--- src/hdl/mdfd_pkg.sv ---
`timescale 1ns / 1ps
// ----------------------------------------------------------------------------
// Multi-delimiter frame detector package
// Register map, event codes and default parameter values shared by the
// frame detector.
// ----------------------------------------------------------------------------
package mdfd_pkg;

  localparam int NUM_PAIRS_DEF   = 2;
  localparam int MAX_PATTERN_DEF = 4;
  localparam int LENGTH_BITS_DEF = 12;

  localparam int REG_PAIRS     = 2;
  localparam int PAT_W         = 32;
  localparam int PAT_LEN_W     = 3;
  localparam int MAX_LEN_W     = 12;
  localparam int FRAME_LEN_W   = 12;
  localparam int APB_ADDR_W    = 5;
  localparam int APB_DATA_W    = 32;

  typedef enum logic [2:0] {
    REG_ACTIVE_SEQ  = 3'd0,
    REG_START_PAT_0 = 3'd1,
    REG_START_PAT_1 = 3'd2,
    REG_END_PAT_0   = 3'd3,
    REG_END_PAT_1   = 3'd4,
    REG_PAT_LENGTHS = 3'd5,
    REG_MAX_LEN_0   = 3'd6,
    REG_MAX_LEN_1   = 3'd7
  } cfg_reg_e;

  typedef enum logic [1:0] {
    EVT_NONE    = 2'd0,
    EVT_START   = 2'd1,
    EVT_FRAME   = 2'd2,
    EVT_DISCARD = 2'd3
  } event_e;

endpackage

--- src/hdl/multi_delimiter_frame_detector.sv ---
`timescale 1ns / 1ps
// ----------------------------------------------------------------------------
// Multi-delimiter frame detector
// Hunts a byte stream for configured start patterns, then for the matching
// end pattern, and reports start, frame complete or overlength discard.
// ----------------------------------------------------------------------------
//  Channel | Direction | Handshake              | Word
//  in      | sink      | in_valid_i/in_stall_o  | data_byte_i
//  out     | source    | out_valid_o/out_stall_i| event, pair, length, flag, byte
//  cfg     | slave     | APB psel/penable       | 32-bit register write/read
//
// One word is taken per cycle; each result appears in the cycle after its word.
// The single result register sets the rate: a new word enters whenever that
// register is empty or being taken in the same cycle.
// Reset clears the history, the hunt state and all configuration registers to defaults.
// A stall on the output stalls the input once the result register is full.
// ----------------------------------------------------------------------------
module multi_delimiter_frame_detector #(
  parameter int NUM_PAIRS   = mdfd_pkg::NUM_PAIRS_DEF,
  parameter int MAX_PATTERN = mdfd_pkg::MAX_PATTERN_DEF,
  parameter int LENGTH_BITS = mdfd_pkg::LENGTH_BITS_DEF
) (
  input  logic                            clk_i,
  input  logic                            rst_ni,
  input  logic                            psel,
  input  logic                            penable,
  input  logic                            pwrite,
  input  logic [mdfd_pkg::APB_ADDR_W-1:0] paddr,
  input  logic [mdfd_pkg::APB_DATA_W-1:0] pwdata,
  output logic [mdfd_pkg::APB_DATA_W-1:0] prdata,
  output logic                            pready,
  input  logic                            in_valid_i,
  output logic                            in_stall_o,
  input  logic [7:0]                      data_byte_i,
  output logic                            out_valid_o,
  input  logic                            out_stall_i,
  output logic [1:0]                      event_res_o,
  output logic                            pair_index_o,
  output logic [mdfd_pkg::FRAME_LEN_W-1:0] frame_length_o,
  output logic                            in_frame_o,
  output logic [7:0]                      data_out_o
);

  localparam int HW    = 8 * MAX_PATTERN;
  localparam int FW    = $clog2(MAX_PATTERN + 1);
  localparam int CMP_W = (LENGTH_BITS > mdfd_pkg::MAX_LEN_W) ? LENGTH_BITS
                                                               : mdfd_pkg::MAX_LEN_W;
  localparam logic [LENGTH_BITS-1:0] LEN_MASK = '1;
  localparam logic [mdfd_pkg::PAT_LEN_W-1:0] MAX_PAT_LEN =
      mdfd_pkg::PAT_LEN_W'(MAX_PATTERN);
  localparam logic [1:0] NUM_PAIRS_V = 2'(NUM_PAIRS);

  logic                              cfg_wr;
  logic [1:0]                        active_q;
  logic [mdfd_pkg::PAT_W-1:0]        start_pat_q [mdfd_pkg::REG_PAIRS];
  logic [mdfd_pkg::PAT_W-1:0]        end_pat_q   [mdfd_pkg::REG_PAIRS];
  logic [7:0]                        plen_q;
  logic [mdfd_pkg::MAX_LEN_W-1:0]    max_len_q   [mdfd_pkg::REG_PAIRS];

  logic [HW-1:0]                     hist_q, hist_d;
  logic [FW-1:0]                     fill_q, fill_d, fill_inc;
  logic                              collecting_q, collecting_d;
  logic                              pair_q, pair_d;
  logic [LENGTH_BITS-1:0]            count_q, count_d, count_inc;

  logic                              in_acc;
  logic                              out_valid_q;
  mdfd_pkg::event_e                  evt;
  logic                              evt_pair;
  logic [LENGTH_BITS-1:0]            evt_len;
  logic                              evt_inf;
  mdfd_pkg::event_e                  event_q;
  logic                              pair_out_q;
  logic [mdfd_pkg::FRAME_LEN_W-1:0]  len_out_q;
  logic                              inf_out_q;
  logic [7:0]                        data_out_q;

  logic [1:0]                        n_active;
  logic                              found;
  logic [mdfd_pkg::PAT_LEN_W-1:0]    start_len;
  logic [LENGTH_BITS-1:0]            start_limit;
  logic [LENGTH_BITS-1:0]            cur_limit;
  logic [mdfd_pkg::PAT_LEN_W-1:0]    end_len;

  function automatic logic [mdfd_pkg::PAT_LEN_W-1:0] pat_len(input logic [1:0] field);
    logic [mdfd_pkg::PAT_LEN_W-1:0] n;
    n = mdfd_pkg::PAT_LEN_W'(field) + 1'b1;
    return (n > MAX_PAT_LEN) ? MAX_PAT_LEN : n;
  endfunction

  function automatic logic [LENGTH_BITS-1:0] limit_of(
      input logic [mdfd_pkg::MAX_LEN_W-1:0] max_len);
    logic [CMP_W-1:0] m;
    m = CMP_W'(max_len);
    return (m > CMP_W'(LEN_MASK)) ? LEN_MASK : LENGTH_BITS'(m);
  endfunction

  function automatic logic tail_match(input logic [HW-1:0] hist,
                                      input logic [FW-1:0] fill,
                                      input logic [mdfd_pkg::PAT_W-1:0] pat,
                                      input logic [mdfd_pkg::PAT_LEN_W-1:0] len);
    logic ok;
    ok = (mdfd_pkg::PAT_LEN_W'(fill) >= len);
    for (int k = 0; k < MAX_PATTERN; k++) begin
      if ((mdfd_pkg::PAT_LEN_W'(k) < len) && (hist[8*k +: 8] != pat[8*k +: 8])) begin
        ok = 1'b0;
      end
    end
    return ok;
  endfunction

  // Configuration port.
  assign pready = 1'b1;
  assign cfg_wr = psel & penable & pwrite;

  always_ff @(posedge clk_i or negedge rst_ni) begin
    if (!rst_ni) begin
      active_q     <= 2'd1;
      start_pat_q  <= '{default: '0};
      end_pat_q    <= '{default: '0};
      plen_q       <= '0;
      max_len_q    <= '{default: '1};
    end else if (cfg_wr) begin
      case (mdfd_pkg::cfg_reg_e'(paddr[4:2]))
        mdfd_pkg::REG_ACTIVE_SEQ:  active_q     <= pwdata[1:0];
        mdfd_pkg::REG_START_PAT_0: start_pat_q[0] <= pwdata;
        mdfd_pkg::REG_START_PAT_1: start_pat_q[1] <= pwdata;
        mdfd_pkg::REG_END_PAT_0:   end_pat_q[0] <= pwdata;
        mdfd_pkg::REG_END_PAT_1:   end_pat_q[1] <= pwdata;
        mdfd_pkg::REG_PAT_LENGTHS: plen_q       <= pwdata[7:0];
        mdfd_pkg::REG_MAX_LEN_0:   max_len_q[0] <= pwdata[mdfd_pkg::MAX_LEN_W-1:0];
        mdfd_pkg::REG_MAX_LEN_1:   max_len_q[1] <= pwdata[mdfd_pkg::MAX_LEN_W-1:0];
        default: ;
      endcase
    end
  end

  always_comb begin
    prdata = '0;
    case (mdfd_pkg::cfg_reg_e'(paddr[4:2]))
      mdfd_pkg::REG_ACTIVE_SEQ:  prdata = 32'(active_q);
      mdfd_pkg::REG_START_PAT_0: prdata = start_pat_q[0];
      mdfd_pkg::REG_START_PAT_1: prdata = start_pat_q[1];
      mdfd_pkg::REG_END_PAT_0:   prdata = end_pat_q[0];
      mdfd_pkg::REG_END_PAT_1:   prdata = end_pat_q[1];
      mdfd_pkg::REG_PAT_LENGTHS: prdata = 32'(plen_q);
      mdfd_pkg::REG_MAX_LEN_0:   prdata = 32'(max_len_q[0]);
      mdfd_pkg::REG_MAX_LEN_1:   prdata = 32'(max_len_q[1]);
      default:                   prdata = '0;
    endcase
  end

  // Handshake: the result register frees up when it is empty or being taken.
  assign in_stall_o = out_valid_q & out_stall_i;
  assign in_acc     = in_valid_i & ~in_stall_o;

  // Byte history, newest byte in the low lane.
  always_comb begin
    hist_d[7:0] = data_byte_i;
    for (int k = 1; k < MAX_PATTERN; k++) begin
      hist_d[8*k +: 8] = hist_q[8*(k-1) +: 8];
    end
  end

  assign fill_inc  = (fill_q < FW'(MAX_PATTERN)) ? fill_q + 1'b1 : fill_q;
  assign count_inc = (count_q != LEN_MASK) ? count_q + 1'b1 : count_q;
  assign n_active  = (active_q == 2'd0) ? 2'd1 :
                     (active_q > NUM_PAIRS_V) ? NUM_PAIRS_V : active_q;
  assign cur_limit = limit_of(pair_q ? max_len_q[1] : max_len_q[0]);
  assign end_len   = pat_len(pair_q ? plen_q[7:6] : plen_q[3:2]);

  always_comb begin
    evt          = mdfd_pkg::EVT_NONE;
    evt_pair     = 1'b0;
    evt_len      = '0;
    evt_inf      = 1'b0;
    fill_d       = fill_inc;
    collecting_d = collecting_q;
    pair_d       = pair_q;
    count_d      = count_q;
    found        = 1'b0;
    start_len    = '0;
    start_limit  = '0;
    if (!collecting_q) begin
      for (int i = 0; i < NUM_PAIRS; i++) begin
        if (!found && (2'(i) < n_active) &&
            tail_match(hist_d, fill_inc, start_pat_q[i], pat_len(plen_q[4*i +: 2]))) begin
          found       = 1'b1;
          start_len   = pat_len(plen_q[4*i +: 2]);
          start_limit = limit_of(max_len_q[i]);
          evt_pair    = 1'(i);
        end
      end
      if (found) begin
        fill_d = '0;
        if (LENGTH_BITS'(start_len) >= start_limit) begin
          evt = mdfd_pkg::EVT_DISCARD;
        end else begin
          evt          = mdfd_pkg::EVT_START;
          evt_inf      = 1'b1;
          collecting_d = 1'b1;
          pair_d       = evt_pair;
          count_d      = LENGTH_BITS'(start_len);
        end
      end
    end else begin
      evt_pair = pair_q;
      count_d  = count_inc;
      if (tail_match(hist_d, fill_inc, pair_q ? end_pat_q[1] : end_pat_q[0], end_len)) begin
        evt          = mdfd_pkg::EVT_FRAME;
        evt_inf      = 1'b1;
        evt_len      = count_inc;
        collecting_d = 1'b0;
        fill_d       = '0;
      end else if (count_inc >= cur_limit) begin
        evt          = mdfd_pkg::EVT_DISCARD;
        collecting_d = 1'b0;
        fill_d       = '0;
      end else begin
        evt_inf = 1'b1;
      end
    end
  end

  always_ff @(posedge clk_i or negedge rst_ni) begin
    if (!rst_ni) begin
      hist_q       <= '0;
      fill_q       <= '0;
      collecting_q <= 1'b0;
      pair_q       <= 1'b0;
      count_q      <= '0;
    end else if (in_acc) begin
      hist_q       <= hist_d;
      fill_q       <= fill_d;
      collecting_q <= collecting_d;
      pair_q       <= pair_d;
      count_q      <= count_d;
    end
  end

  always_ff @(posedge clk_i or negedge rst_ni) begin
    if (!rst_ni) begin
      out_valid_q <= 1'b0;
    end else if (in_acc) begin
      out_valid_q <= 1'b1;
    end else if (!out_stall_i) begin
      out_valid_q <= 1'b0;
    end
  end

  always_ff @(posedge clk_i) begin
    if (in_acc) begin
      event_q    <= evt;
      pair_out_q <= evt_pair;
      len_out_q  <= mdfd_pkg::FRAME_LEN_W'(evt_len);
      inf_out_q  <= evt_inf;
      data_out_q <= data_byte_i;
    end
  end

  assign out_valid_o    = out_valid_q;
  assign event_res_o    = event_q;
  assign pair_index_o   = pair_out_q;
  assign frame_length_o = len_out_q;
  assign in_frame_o     = inf_out_q;
  assign data_out_o     = data_out_q;

  a_discard_not_in_frame: assert property (@(posedge clk_i) disable iff (!rst_ni)
    (out_valid_o && (event_res_o == mdfd_pkg::EVT_DISCARD)) |-> !in_frame_o)
    else $error("discard result flagged as in frame");

  a_length_only_on_frame: assert property (@(posedge clk_i) disable iff (!rst_ni)
    (out_valid_o && (event_res_o != mdfd_pkg::EVT_FRAME)) |-> (frame_length_o == '0))
    else $error("frame length reported without frame complete");

  a_collect_after_start: assert property (@(posedge clk_i) disable iff (!rst_ni)
    $rose(collecting_q) |-> $past(in_acc && (evt == mdfd_pkg::EVT_START)))
    else $error("collection began without a start event");

  a_count_nonzero: assert property (@(posedge clk_i) disable iff (!rst_ni)
    collecting_q |-> (count_q != '0))
    else $error("frame count is zero while collecting");

endmodule

--- config.mk ---
export PLATFORM = sky130hd
export DESIGN_NAME = multi_delimiter_frame_detector
export DESIGN_NICKNAME = d
export VERILOG_FILES = /design/src/hdl/mdfd_pkg.sv /design/src/hdl/multi_delimiter_frame_detector.sv
export SDC_FILE = /design/constraint.sdc
export NUM_CORES = 1
export LEC_CHECK = 0
export ABC_AREA = 1
export BUFFER_PORTS_ARGS = -buffer_cell sky130_fd_sc_hd__buf_2
export CORE_ASPECT_RATIO = 1.5
export CORE_MARGIN = 1
export CORE_UTILIZATION = 38
export CTS_BUF_LIST = sky130_fd_sc_hd__clkbuf_4 sky130_fd_sc_hd__clkbuf_8
export CTS_CLUSTER_SIZE = 8
export DETAILED_ROUTE_END_ITERATION = 7
export PLACE_DENSITY = 0.57
export SYNTH_ARGS = -nofsm -noshare
export SYNTH_HDL_FRONTEND = slang
export SYNTH_SLANG_ARGS = --single-unit
--- constraint.sdc ---
create_clock -name clk_i -period 3.5 [get_ports clk_i]
set_input_delay 0.525 -clock clk_i [delete_from_list [all_inputs] [get_ports clk_i]]
set_output_delay 0.525 -clock clk_i [all_outputs]
set_load 0.02 [all_outputs]
# --- Word level (Yosys, flattened, before mapping) ---
# Cells that the tools add are included.
word_totals:
  ff_bits: 228
  input_bits: 52
  output_inout_bits: 59
  wordCells: 172
op_classes:
  add_sub_neg: 5
  n_lt_le_gt_ge: 27
  n_eq_ne: 22
  n_mux: 62
  bitwise_logic: 7
  n_reduce_logical: 30
ops:
  columns: ["cell", "count"]
  rows:
  - ["case mux 32 bit (8 select lines)", 1]
  - ["2-to-1 mux 12 bit", 11]
  - ["inequality test 8 bit", 12]
  - ["greater-than comparator 12 bit, second input constant", 3]
  - ["2-to-1 mux 3 bit", 11]
  - ["2-to-1 mux 32 bit", 1]
  - ["2-to-1 mux 1 bit", 30]
  - ["< comparator 1 x 3 -> 1 bit, first input constant", 6]
  - ["< comparator 2 x 3 -> 1 bit, first input constant", 6]
  - ["AND reduction 2 bit", 9]
  - ["2-to-1 mux 2 bit", 8]
  - ["logical AND 1 bit", 15]
  - ["adder 12 x 1 -> 12 bit, second input constant", 1]
  - ["== test 3 bit, second input constant", 4]
  - [">= comparator 12 bit", 1]
  - [">= comparator 3 x 12 -> 1 bit", 1]
  - ["inequality test 12 bit, second input constant", 1]
  - ["adder 2 x 1 -> 3 bit, second input constant", 3]
  - [">= comparator 3 bit", 3]
  - ["greater-than comparator 3 bit, second input constant", 3]
  - ["== test 3 x 2 -> 1 bit, second input constant", 2]
  - ["bitwise AND 1 bit", 4]
  - ["< comparator 1 x 2 -> 1 bit, first input constant", 2]
  - ["AND reduction 4 bit", 1]
  - ["12 further kinds", 14]

# --- Depth between registers and ports, before layout ---
# Gate-level depths: netlist (run 1).
depth:
  ltp_word: 22
  ltp_mapped: 27

# --- Worst setup path before layout (run 1) ---
# No wires, ideal clock.
synth_path:
  kind: "reg-to-reg"
  from: "reg plen_q[0]"
  to: "reg count_q[2]"
  setup_ps: 117
  t_arrival_ps: 3052
  slack_ps: 331
  stages_incl_launch_ff: 27
  period_less_slack_ps: 3169
  cell_sequence: "dfrtp_1 -> ha_1 -> nor2_1 -> ha_1 -> inv_1 -> nand2_1 -> o21ai_0 -> a21oi_1 -> nor2_1 -> a21oi_1 -> nand2_1 -> buf_2 -> nand3_1 -> nand2_1 -> inv_1 -> ha_1 -> inv_1 -> a21boi_0 -> o21ai_0 -> nand2_1 -> nand2_1 -> inv_1 -> nand2_1 -> nand2_2 -> buf_6 -> nand3_1 -> nand2_1"
synth_between:
  elab_chain_cells: 21
  elab_cells_between_ends: 38
  classes_between: "1 x add/sub; 7 x order compare; 1 x eq/ne; 19 x mux; 10 x reduce/logical"
synth_rtl:
  columns: ["item", "line_no", "text"]
  rows:
  - ["start, declared", "multi_delimiter_frame_detector.sv:57", "logic [7:0] plen_q;"]
  - ["start signal, assigned", "multi_delimiter_frame_detector.sv:130", "mdfd_pkg::REG_PAT_LENGTHS: plen_q <= pwdata[7:0];"]
  - ["adder 2 x 1 -> 3 bit *", "multi_delimiter_frame_detector.sv:87", "n = mdfd_pkg::PAT_LEN_W'(field) + 1'b1;"]
  - ["greater-than comparator 3 bit", "multi_delimiter_frame_detector.sv:88", "return (n > MAX_PAT_LEN) ? MAX_PAT_LEN : n;"]
  - ["2-to-1 mux 3 bit *", "multi_delimiter_frame_detector.sv:88", null]
  - ["< comparator 1 x 3 -> 1 bit", "multi_delimiter_frame_detector.sv:105", "if ((mdfd_pkg::PAT_LEN_W'(k) < len) && (hist[8*k +: 8] != pat[8*k +: 8])) begin"]
  - ["logical AND 1 bit", "multi_delimiter_frame_detector.sv:105", null]
  - ["2-to-1 mux 1 bit (4 in a row)", "multi_delimiter_frame_detector.sv:105", null]
  - ["2-to-1 mux 1 bit", "multi_delimiter_frame_detector.sv:184", "if (!collecting_q) begin"]
  - ["logical AND 1 bit", "multi_delimiter_frame_detector.sv:186", "if (!found && (2'(i) < n_active) &&"]
  - ["2-to-1 mux 1 bit", "multi_delimiter_frame_detector.sv:186", null]
  - ["2-to-1 mux 1 bit", "multi_delimiter_frame_detector.sv:184", null]
  - ["zero test 1 bit", "multi_delimiter_frame_detector.sv:186", null]
  - ["logical AND 1 bit (2 in a row)", "multi_delimiter_frame_detector.sv:186", null]
  - ["2-to-1 mux 3 bit / 2-to-1 mux 12 bit (equally long branches)", "multi_delimiter_frame_detector.sv:186", null]
  - ["2-to-1 mux 3 bit / 2-to-1 mux 12 bit (equally long branches)", "multi_delimiter_frame_detector.sv:184", null]
  - [">= comparator 3 x 12 -> 1 bit / 2-to-1 mux 12 bit (equally long branches)", "multi_delimiter_frame_detector.sv:196", "if (LENGTH_BITS'(start_len) >= start_limit) begin"]
  - ["inequality test 2 bit (no source line) / 2-to-1 mux 12 bit (equally long branches)", null, null]
  - ["AND reduction 3 bit (no source line) / 2-to-1 mux 12 bit (equally long branches)", null, null]
  - ["end signal, assigned", "multi_delimiter_frame_detector.sv:237", "count_q <= count_d;"]
  - ["end, declared", "multi_delimiter_frame_detector.sv:64", "logic [LENGTH_BITS-1:0] count_q, count_d, count_inc;"]
# Every way passes the cells marked *; elsewhere a longest branch is shown, timed or not. The select of a mux whose other input is x is not followed.
# A chain may end at the register's enable or synchronous reset.

# --- Worst setup path after layout (run 1) ---
layout_path:
  from: "reg count_q[3]"
  to: "reg event_q[1] (netlist: event_res_o[1]) (data pin)"
layout_between:
  elab_chain_cells: 6
  elab_cells_between_ends: 7
  classes_between: "1 x add/sub; 1 x order compare; 1 x eq/ne; 4 x mux"
layout_rtl:
  columns: ["item", "line_no", "text"]
  rows:
  - ["adder 12 x 1 -> 12 bit / inequality test 12 bit (equally long branches)", "multi_delimiter_frame_detector.sv:166", "assign count_inc = (count_q != LEN_MASK) ? count_q + 1'b1 : count_q;"]
  - ["2-to-1 mux 12 bit *", "multi_delimiter_frame_detector.sv:166", null]
  - ["via count_inc[9]", "multi_delimiter_frame_detector.sv:64", null]
  - [">= comparator 12 bit *", "multi_delimiter_frame_detector.sv:215", "end else if (count_inc >= cur_limit) begin"]
  - ["2-to-1 mux 2 bit *", "multi_delimiter_frame_detector.sv:215", null]
  - ["2-to-1 mux 2 bit *", "multi_delimiter_frame_detector.sv:209", "if (tail_match(hist_d, fill_inc, pair_q ? end_pat_q[1] : end_pat_q[0], end_len)) begin"]
  - ["2-to-1 mux 2 bit *", "multi_delimiter_frame_detector.sv:184", null]
  - ["via evt[1]", "multi_delimiter_frame_detector.sv:68", "mdfd_pkg::event_e evt;"]
  - ["end signal, assigned", "multi_delimiter_frame_detector.sv:253", "event_q <= evt;"]
  - ["end, declared", "multi_delimiter_frame_detector.sv:72", "mdfd_pkg::event_e event_q;"]
# The timed path passes the listed nets; every way through them passes the cells marked *.

==> results_dict.tcl, run 1 <==
set metrics [dict create \
    status "complete, but fails checks" \
    violations "hold timing" \
    layout_common_cells "nand2_1 (463), o21ai_0 (226), inv_1 (196), dfrtp_1 (177), buf_2 (106)" \
    num_vias 10900 \
    syn_to_final_growth_pct 16.2 \
    async_flop_share_pct 89.5 \
    leakagePower_uw 0.00691 \
    rows 80 \
    first_iter_violations 706 \
    timing.rr.start "count_q[3]" \
    setup.worst_path.start_class "register" \
    htree_levels 2 \
    grt_use_total_pct 23.0 \
    synth_edf_count 24 \
    setup_ws_ns 0.186 \
    reg2reg_depth 14 \
    port-buffer-count 107 \
    grt_pass1_vias 10600 \
    die-area_um2 33500 \
    fp.coreArea_um2 32000 \
    initial_core_util_pct 38.8 \
    hpwlAfterDp_mm 27.1 \
    synth_cell_types 46 \
    final_antenna_net_count 0 \
    synth_area_per_cell_um2 7.93 \
    remaining_drc_errors 0 \
    tightest_slew_ns 0.933 \
    overflow 0 \
    power_density_nw_per_um2 582 \
    clock_tree.root_cell "clkbuf_8" \
    timing.rr.end "event_res_o[1]" \
    fp.dieH_um 224 \
    grt_pass1_wl_mm 58.4 \
    ios 111 \
    ys_seq_area_share_pct 47.1 \
    cts_buffers 39 \
    clock-sinks 228 \
    max_freq_ghz 0.302 \
    skew_ns 0.0218 \
    endpoint_kind "register" \
    syn_area_um2 12400 \
    hold_class "input port to async pin" \
    clk_latency_ns 0.57 \
    drt_pass1_iterations 7 \
    fin_crit_ns 3.31 \
    synth_seq_cells 228 \
    worstSetupPathType "register to register" \
    maxCapViolations 0 \
    layout_commonest_cell "nand2_1" \
    stdcell_count 2127 \
    cp.required_ns 3.80 \
    peakVddDrop_v 0.000215 \
    syn_nets 1652 \
    hold_viol 3 \
    cts_tree "done" \
    maxSlewViolCount 0 \
    ys.flop_type "dfrtp_1" \
    place_inst 2057 \
    grt_start_max_net_pins 85 \
    setup_violations 0 \
    drive_above_1_share_pct 16.1 \
    relSlewSlack_pct 37.6 \
    critPathMaxFanout 4 \
    r2r_slack_ns 0.19 \
    critPathArrivalTime_ns 3.62 \
    whs_ns -0.0209 \
    clkTransAtPathRegs_ns 0.06 \
    fin_nets 1774 \
    drt_wl_total_mm 37.7 \
    wl_per_cell_um 17.7 \
    pre_cts_ws_ns 0.0639 \
    cts.hold.buffers_added 0 \
    viasPerCell 5.12 \
    gp_congestion 0.878 \
    ys_warn_count 0 \
    clockBufferDepth 3 \
    die_width_um 150 \
    period_share_pct 94.7 \
    antenna_found_initial 1 \
    synthCells 1568 \
    total_power_uw 8400 \
]
## registers in the layout, summed over array words and instances (netlist names), 2 cells and up
| register | count |
|---|---|
| hist_q | 24 |
| fill_q | 3 |
| count_q | 12 |
| start_pat_q | 64 |
| end_pat_q | 64 |
| max_len_q | 24 |
| active_q | 2 |
| event_res_o | 2 |
| frame_length_o | 12 |
| plen_q | 8 |
| data_out_o | 8 |
## power breakdown
part | internal, uW | total [uW] | switching [uW]
Combinational | 868 | 2180 | 1320
Clock | 1470 | 2610 | 1140
Sequential | 3190 | 3610 | 427
## critical path, cell delays in order (launching register included)
cell and delay, ns:
dfrtp_1 0.40, nand2_1 0.12, nor3_1 0.39, nand4_1 0.22
o21ai_0 0.29, nand3_1 0.21, ha_1 0.35, a21o_1 0.16
nand3_1 0.07, nand3_1 0.09, a21oi_1 0.15, nand4_1 0.22
o21bai_1 0.24, nand2_1 0.09, a21oi_1 0.06
## cells by family (layout without fill, tap and decap cells)
logic type               count (synthesis)  in the layout  synth area share [%]
multiplexers                             1              1                0.0805
buffers and inverters                  270            418                  8.62
other                                    1              2                0.0302
AO/OA/AOI/OAI                          346            346                  15.9
AND/OR/NAND/NOR                        614            614                  19.7
XOR/XNOR                                76             76                  5.35
flip-flops                             228            228                  47.1
adder cells (fa/ha/maj)                 32             32                  3.22
## worst max path at each step
stage / startpoint / end / slack [ns] / cells past startpoint
final: count_q[3] / event_res_o[1] / 0.19 / 14
after floorplan: plen_q[0] / count_q[2] / 0.33 / 26
after global placement: data_byte_i[7] / count_q[2] / 0.13 / 25
after detailed placement: fill_q[0] / count_q[1] / 0.06 / 23
after CTS: fill_q[0] / count_q[1] / 0.04 / 23
after global routing: count_q[5] / fill_q[1] / -0.0003 / 20
## cell usage after synthesis, types with 3 or more instances
library cell	count	area share, %
o2111ai_1	6	0.42
buf_6	3	0.27
buf_4	5	0.30
nand3_1	48	1.9
clkbuf_2	8	0.32
a21oi_1	24	0.97
xnor2_1	43	3.0
dfstp_2	25	5.3
or2_2	3	0.15
nor3_1	13	0.52
o21ai_0	226	9.1
edfxtp_1	24	5.8
buf_2	6	0.24
dfrtp_1	179	36
o211ai_1	12	0.72
nor2_1	55	1.7
inv_1	196	5.9
clkbuf_1	46	1.4
xor2_1	33	2.3
o22ai_1	14	0.70
a21oi_2	3	0.21
nor4_1	3	0.15
a221oi_1	6	0.42
o21ai_1	11	0.44
nand4_1	14	0.70
o221ai_1	7	0.49
nand2_1	471	14
ha_1	32	3.2
buf_1	3	0.091
a22oi_1	28	1.7
## metrics by stage
stage                     util, %    TNS, ns  hold WS (ns)  instance area, um2
after floorplan                 -          0         0.229               12400
after global placement       42.3          0         0.464               13600
after detailed placement     42.3          0         0.473               13600
after CTS                    44.9          0        0.0216               14400
after global routing         45.1  -0.000314        0.0313               14400
final                        45.1          0       -0.0209               14400
## layout make-up
type | count | area [um2]
antenna | 1 | 2.50
clock buffer | 62 | 772
clock inverter | 5 | 50.0
fill | 3259 | 17600
inverter | 199 | 747
multi-input combinational | 1070 | 5590
sequential | 228 | 5860
tap | 410 | 513
timing repair buffer | 152 | 920
## what timing repair did
action,4_1_cts,5_1_grt
setup endpoints to repair,0,19
gates resized for setup,0,12
endpoints found under the hold margin,0,0
setup buffers,0,2
## layer usage
layer,track usage [%],routed length (um)
met3,3.56,1700
met5,0,14
met1,26.9,15100
met2,40.5,19200
met4,11.5,1680
(Power assumes the default switching activity.)
==> inputs of run 2 (changes only) <==
==> constraint.sdc (replaced) <==
create_clock -name clk_i -period 3.5 [get_ports clk_i]
set_input_delay 0.7 -clock clk_i [delete_from_list [all_inputs] [get_ports clk_i]]
set_output_delay 0.7 -clock clk_i [all_outputs]
set_load 0.02 [all_outputs]
==> results_dict.tcl, run 2 (same netlist as run 1, synthesis figures left out) <==
set metrics [dict create \
    whs_ns 0.220 \
    maxSlewViolCount 0 \
    fin_area_um2 14600 \
    clock-sinks 228 \
    worstSetupPathType "register to register" \
    ios 111 \
    tightest_slew_ns 0.999 \
    seqPwrFrac_pct 43.5 \
    wl_per_cell_um 17.6 \
    fin_nets 1794 \
    gp_congestion 0.897 \
    status "finished, final reports clean" \
    cp.required_ns 3.80 \
    p_clk_share_pct 30.2 \
    switching_share_pct 34.1 \
    clkTransAtPathRegs_ns 0.07 \
    crit_family "simple AND/OR/NAND/NOR gates" \
    critical-path-slowest-cell "dfrtp_1" \
    p_int_uw 5480 \
    die-area_um2 33500 \
    grt_use_total_pct 23.0 \
    cts.hold.buffers_added 0 \
    syn_to_final_growth_pct 17.4 \
    cts_buffers 38 \
    period_share_pct 94.6 \
    setup.worst_path.start_class "register" \
    power_density_nw_per_um2 570 \
    path_common_cell "nand2_1" \
    worstSetupStartpoint "count_q[5]" \
    slowest_delay_ns 0.39 \
    layout_commonest_cell "nand2_1" \
    port-buffer-count 107 \
    rows 80 \
    fin_crit_ns 3.31 \
    cts_tree "done" \
    clk_latency_ns 0.56 \
    grt_pass1_wl_mm 58.5 \
    relSlewSlack_pct 33.2 \
    maxCapViolations 0 \
    total_power_uw 8320 \
    critPathMaxFanout 4 \
    setup_ws_ns 0.189 \
    endpoint_kind "register" \
    p_sw_uw 2840 \
    layout_common_cells "nand2_1 (465), o21ai_0 (224), inv_1 (196), dfrtp_1 (176), buf_2 (106)" \
    num_vias 10800 \
    drive_above_1_share_pct 17.2 \
    reg_top3 "end_pat_q: 64 flops, start_pat_q: 64 flops" \
    grt_pass1_vias 10600 \
    pre_cts_ws_ns -0.0988 \
    cp_cell_sequence "inv_1 > nor3_2 > nand3_1 > nor2_1 > inv_1 > nor2_2 > nand2_1 > nand4_1 > xor2_2 > ha_1 > a21oi_1 > nand2_1 > nand3_1 > nand4_1 > o21bai_1 > nand2_1 > a21oi_1" \
    antenna_found_initial 1 \
    setup_violations 0 \
    fp.coreArea_um2 32000 \
    viasPerCell 5.03 \
    max_freq_ghz 0.302 \
    clockBufferDepth 3 \
    final_antenna_net_count 0 \
    hpwlAfterDp_mm 27.9 \
    die_width_um 150 \
    skew_ns 0.0217 \
    clock_tree.root_cell "clkbuf_8" \
    drt_wl_total_mm 37.7 \
    remaining_drc_errors 0 \
    grt_start_max_net_pins 94 \
    first_iter_violations 573 \
    fp.dieH_um 224 \
    critPathBufInv 2 \
    critPathArrivalTime_ns 3.61 \
    hold_class "input port to async pin" \
    pwr-share-comb_pct 26.4 \
    timing.rr.start "count_q[5]" \
    hold_viol 0 \
    htree_levels 2 \
    initial_core_util_pct 38.8 \
    n_antenna_cell 0 \
    placed_cell_area_um2 13700 \
    leakagePower_uw 0.00700 \
    peakVddDrop_v 0.000284 \
    overflow 0 \
    drt_pass1_iterations 5 \
]
[run 2: cell count changes in the layout (fill, tap and decap cells not counted), moves of 2 or more]
cell / previous run / this run
o21ai_0: 226 / 224
nand2_1: 463 / 465
nor3_1: 11 / 9
buf_4: 42 / 62
clkbuf_4: 13 / 15
clkinv_2: 4 / 1
clkbuf_8: 50 / 47
nor3_2: 2 / 4
[run 2: power by group through the flow]
stage | Combinational (uW) | Clock [uW] | Sequential [uW]
after global routing | 2500 | 2690 | 3680
after detailed placement | 2150 | 0 | 3650
after global placement | 2110 | 0 | 3640
final | 2190 | 2510 | 3620
after CTS | 2160 | 2580 | 3610
after floorplan | 1490 | 0 | 3530
[run 2: path summary, 6_finish.rpt]
kind | end | slack, ns | depth (start not counted)
min in group clk_i | out_valid_o | 0.37 | 3
min | start_pat_q[61] | 0.22 | 1
max in group asynchronous | max_len_q[22] | 2.35 | 2
max | event_res_o[1] | 0.19 | 17
min reg2reg | end_pat_q[14] | 0.48 | 2
max reg2reg | event_res_o[1] | 0.19 | 17
[run 2: layer usage]
layer,track usage (%),share of wire [%],up-vias
met2,41.6,52,268
met3,3.14,4.0,82
met4,9.81,4.1,2
li1,-,-,5371
met1,26.9,40,5069
met5,0,0.035,-
[run 2: final cells by class]
cell class / count / area (um2)
fill: 3326 / 17400
tap: 410 / 513
inverter: 199 / 747
clock buffer: 61 / 746
clock inverter: 4 / 46.3
multi-input combinational: 1070 / 5600
timing repair buffer: 173 / 1090
sequential: 228 / 5860
[run 2: repair_timing]
item                                    CTS  global route
resized for setup                         0            16
endpoints found under the hold margin     0             0
setup buffers                             0             6
endpoints found under the setup margin    0            19
[run 2: through the flow]
| stage | util, % | std cells | setup TNS [ns] |
|---|---|---|---|
| final | 45.6 | 2145 | 0 |
| after CTS | 45.3 | 2139 | 0 |
| after global placement | 42.8 | 2074 | -0.0512 |
| after global routing | 45.6 | 2145 | -0.102 |
| after floorplan | - | 1568 | 0 |
| after detailed placement | 42.8 | 2074 | -0.772 |
==> inputs of run 3 (changes only) <==
- GPL_ROUTABILITY_DRIVEN: unset -> 0
- PLACE_DENSITY: 0.57 -> 0.51
==> results_dict.tcl, run 3 (same netlist as run 1, synthesis figures left out) <==
set metrics [dict create \
    clk_latency_ns 0.56 \
    status "finished, final reports clean" \
    critPathCapture "in_frame_o" \
    remaining_drc_errors 0 \
    clock_tree.root_cell "clkbuf_8" \
    total_power_uw 8300 \
    rsz0062_at_grt "no" \
    htree_levels 2 \
    die_width_um 150 \
    endpoint_kind "register" \
    cp_cell_sequence "xor2_2 > ha_1 > inv_1 > nand2_1 > nand2_1 > nand2_1 > nand3_1 > a21oi_2 > nand2_1 > a21oi_4 > nand3_1 > nand2_1 > inv_1 > ha_1 > inv_1 > a21boi_0 > o21ai_0 > nand2_1 > nand2_1 > inv_1 > nand2_4 > buf_4 > nand3_1 > nand3_1" \
    grt_pass1_wl_mm 59.8 \
    syn_to_final_growth_pct 17.9 \
    timing.rr.start "fill_q[2]" \
    drt_wl_total_mm 38.7 \
    tightest_slew_ns 0.810 \
    relSlewSlack_pct 46.0 \
    skew_ns 0.0253 \
    ios 111 \
    slowest_delay_ns 0.43 \
    r2r_slack_ns 0.25 \
    reg_top3 "end_pat_q: 64 flops, start_pat_q: 64 flops" \
    worstSetupStartpoint "fill_q[2]" \
    fp.dieH_um 224 \
    cts_tree "done" \
    max_freq_ghz 0.308 \
    cp.required_ns 3.81 \
    antenna_found_initial 1 \
    reg2reg_depth 24 \
    overflow 0 \
    critPathMaxFanout 4 \
    setup.worst_path.start_class "register" \
    hold_class "input port to async pin" \
    grt_start_max_net_pins 77 \
    fillers 3334 \
    critPathArrivalTime_ns 3.56 \
    peakVddDrop_v 0.000233 \
    leakagePower_uw 0.00705 \
    fp.coreArea_um2 32000 \
    fin_nets 1802 \
    stdcell_count 2155 \
    drive_above_1_share_pct 17.5 \
    maxCapViolations 0 \
    rows 80 \
    critical-path-slowest-cell "dfrtp_1" \
    clockBufferDepth 3 \
    maxSlewViolCount 0 \
    multi_input_area_um2 5600 \
    period_share_pct 92.8 \
    timing.rr.end "in_frame_o" \
    setup_violations 0 \
    hpwlAfterDp_mm 28.1 \
    first_iter_violations 682 \
    final_antenna_net_count 0 \
    wl_per_cell_um 18.0 \
    layout_common_cells "nand2_1 (463), o21ai_0 (224), inv_1 (196), dfrtp_1 (178), buf_2 (106)" \
    num_vias 10800 \
    die-area_um2 33500 \
    clock-sinks 228 \
    seqCellArea_um2 5860 \
    layout_commonest_cell "nand2_1" \
    grt_pass1_vias 10700 \
    port-buffer-count 107 \
    cts.hold.buffers_added 0 \
    power_density_nw_per_um2 566 \
    viasPerCell 5.01 \
    clkTransAtPathRegs_ns 0.06 \
    place_inst 2084 \
    cts_buffers 38 \
    initial_core_util_pct 38.8 \
    path_common_cell "nand2_1" \
    worstSetupPathType "register to register" \
    hold_viol 0 \
    fin_crit_ns 3.25 \
    grt_use_total_pct 23.6 \
    drt_pass1_iterations 5 \
]
run 3: timing repair:
item                       CTS  global route
setup endpoints to repair    0            20
resized for setup            0            16
setup buffers                0             3
run 3: per-stage QoR:
stage               hold WS, ns  instance area (um2)  util [%]  TNS, ns  setup WS (ns)
floorplan                 0.404                12400         -        0          0.331
global placement          0.467                13800      43.1   -0.310        -0.0559
detailed placement        0.473                13800      43.1    -1.24         -0.130
CTS                       0.156                14600      45.5        0         0.0198
global route              0.172                14700      45.8        0        0.00201
finish                    0.140                14700      45.8        0          0.251
run 3: worst min-delay path by stage:
stage / from / end / slack (ns) / cells after the start
4_1_cts: rst_ni / end_pat_q[0] / 0.16 / 1
3_5_place_dp: end_pat_q[32] / end_pat_q[32] / 0.47 / 2
3_3_place_gp: end_pat_q[29] / end_pat_q[29] / 0.47 / 2
6_report: rst_ni / pair_q / 0.14 / 1
2_1_floorplan: rst_ni / active_q[1] / 0.40 / 0
5_1_grt: rst_ni / pair_q / 0.17 / 1
run 3: layout make-up:
type | instances | share of cell area, %
Sequential cell | 228 | 39.9
Multi-Input combinational cell | 1071 | 38.2
Timing Repair Buffer | 180 | 8.05
Inverter | 199 | 5.09
Clock buffer | 61 | 5.04
Tap cell | 410 | 3.50
Clock inverter | 5 | 0.179
Antenna cell | 1 | 0.0171
run 3: where the power goes:
group          internal (uW)  switching [uW]  total, uW
Combinational            912            1330       2240
Sequential              3180             432       3620
Clock                   1330            1110       2440
Total                   5430            2870       8300
run 3: critical path, delay by kind of cell, from the launching register on:
family          cells  cell delay [ns]
compound gates      4             0.54
flops               1             0.43
fa+ha+maj           2             0.54
simple gates       12             0.90
buf+inv             5             0.37
xor+xnor            1             0.21
run 3: metal layers:
layer,GRT usage (%),vias to the layer above,wire (um)
met4,9.94,2,1550
met5,0,-,17
met2,42.2,248,20000
li1,-,5380,-
met3,3.42,75,1490
met1,27.8,5091,15600
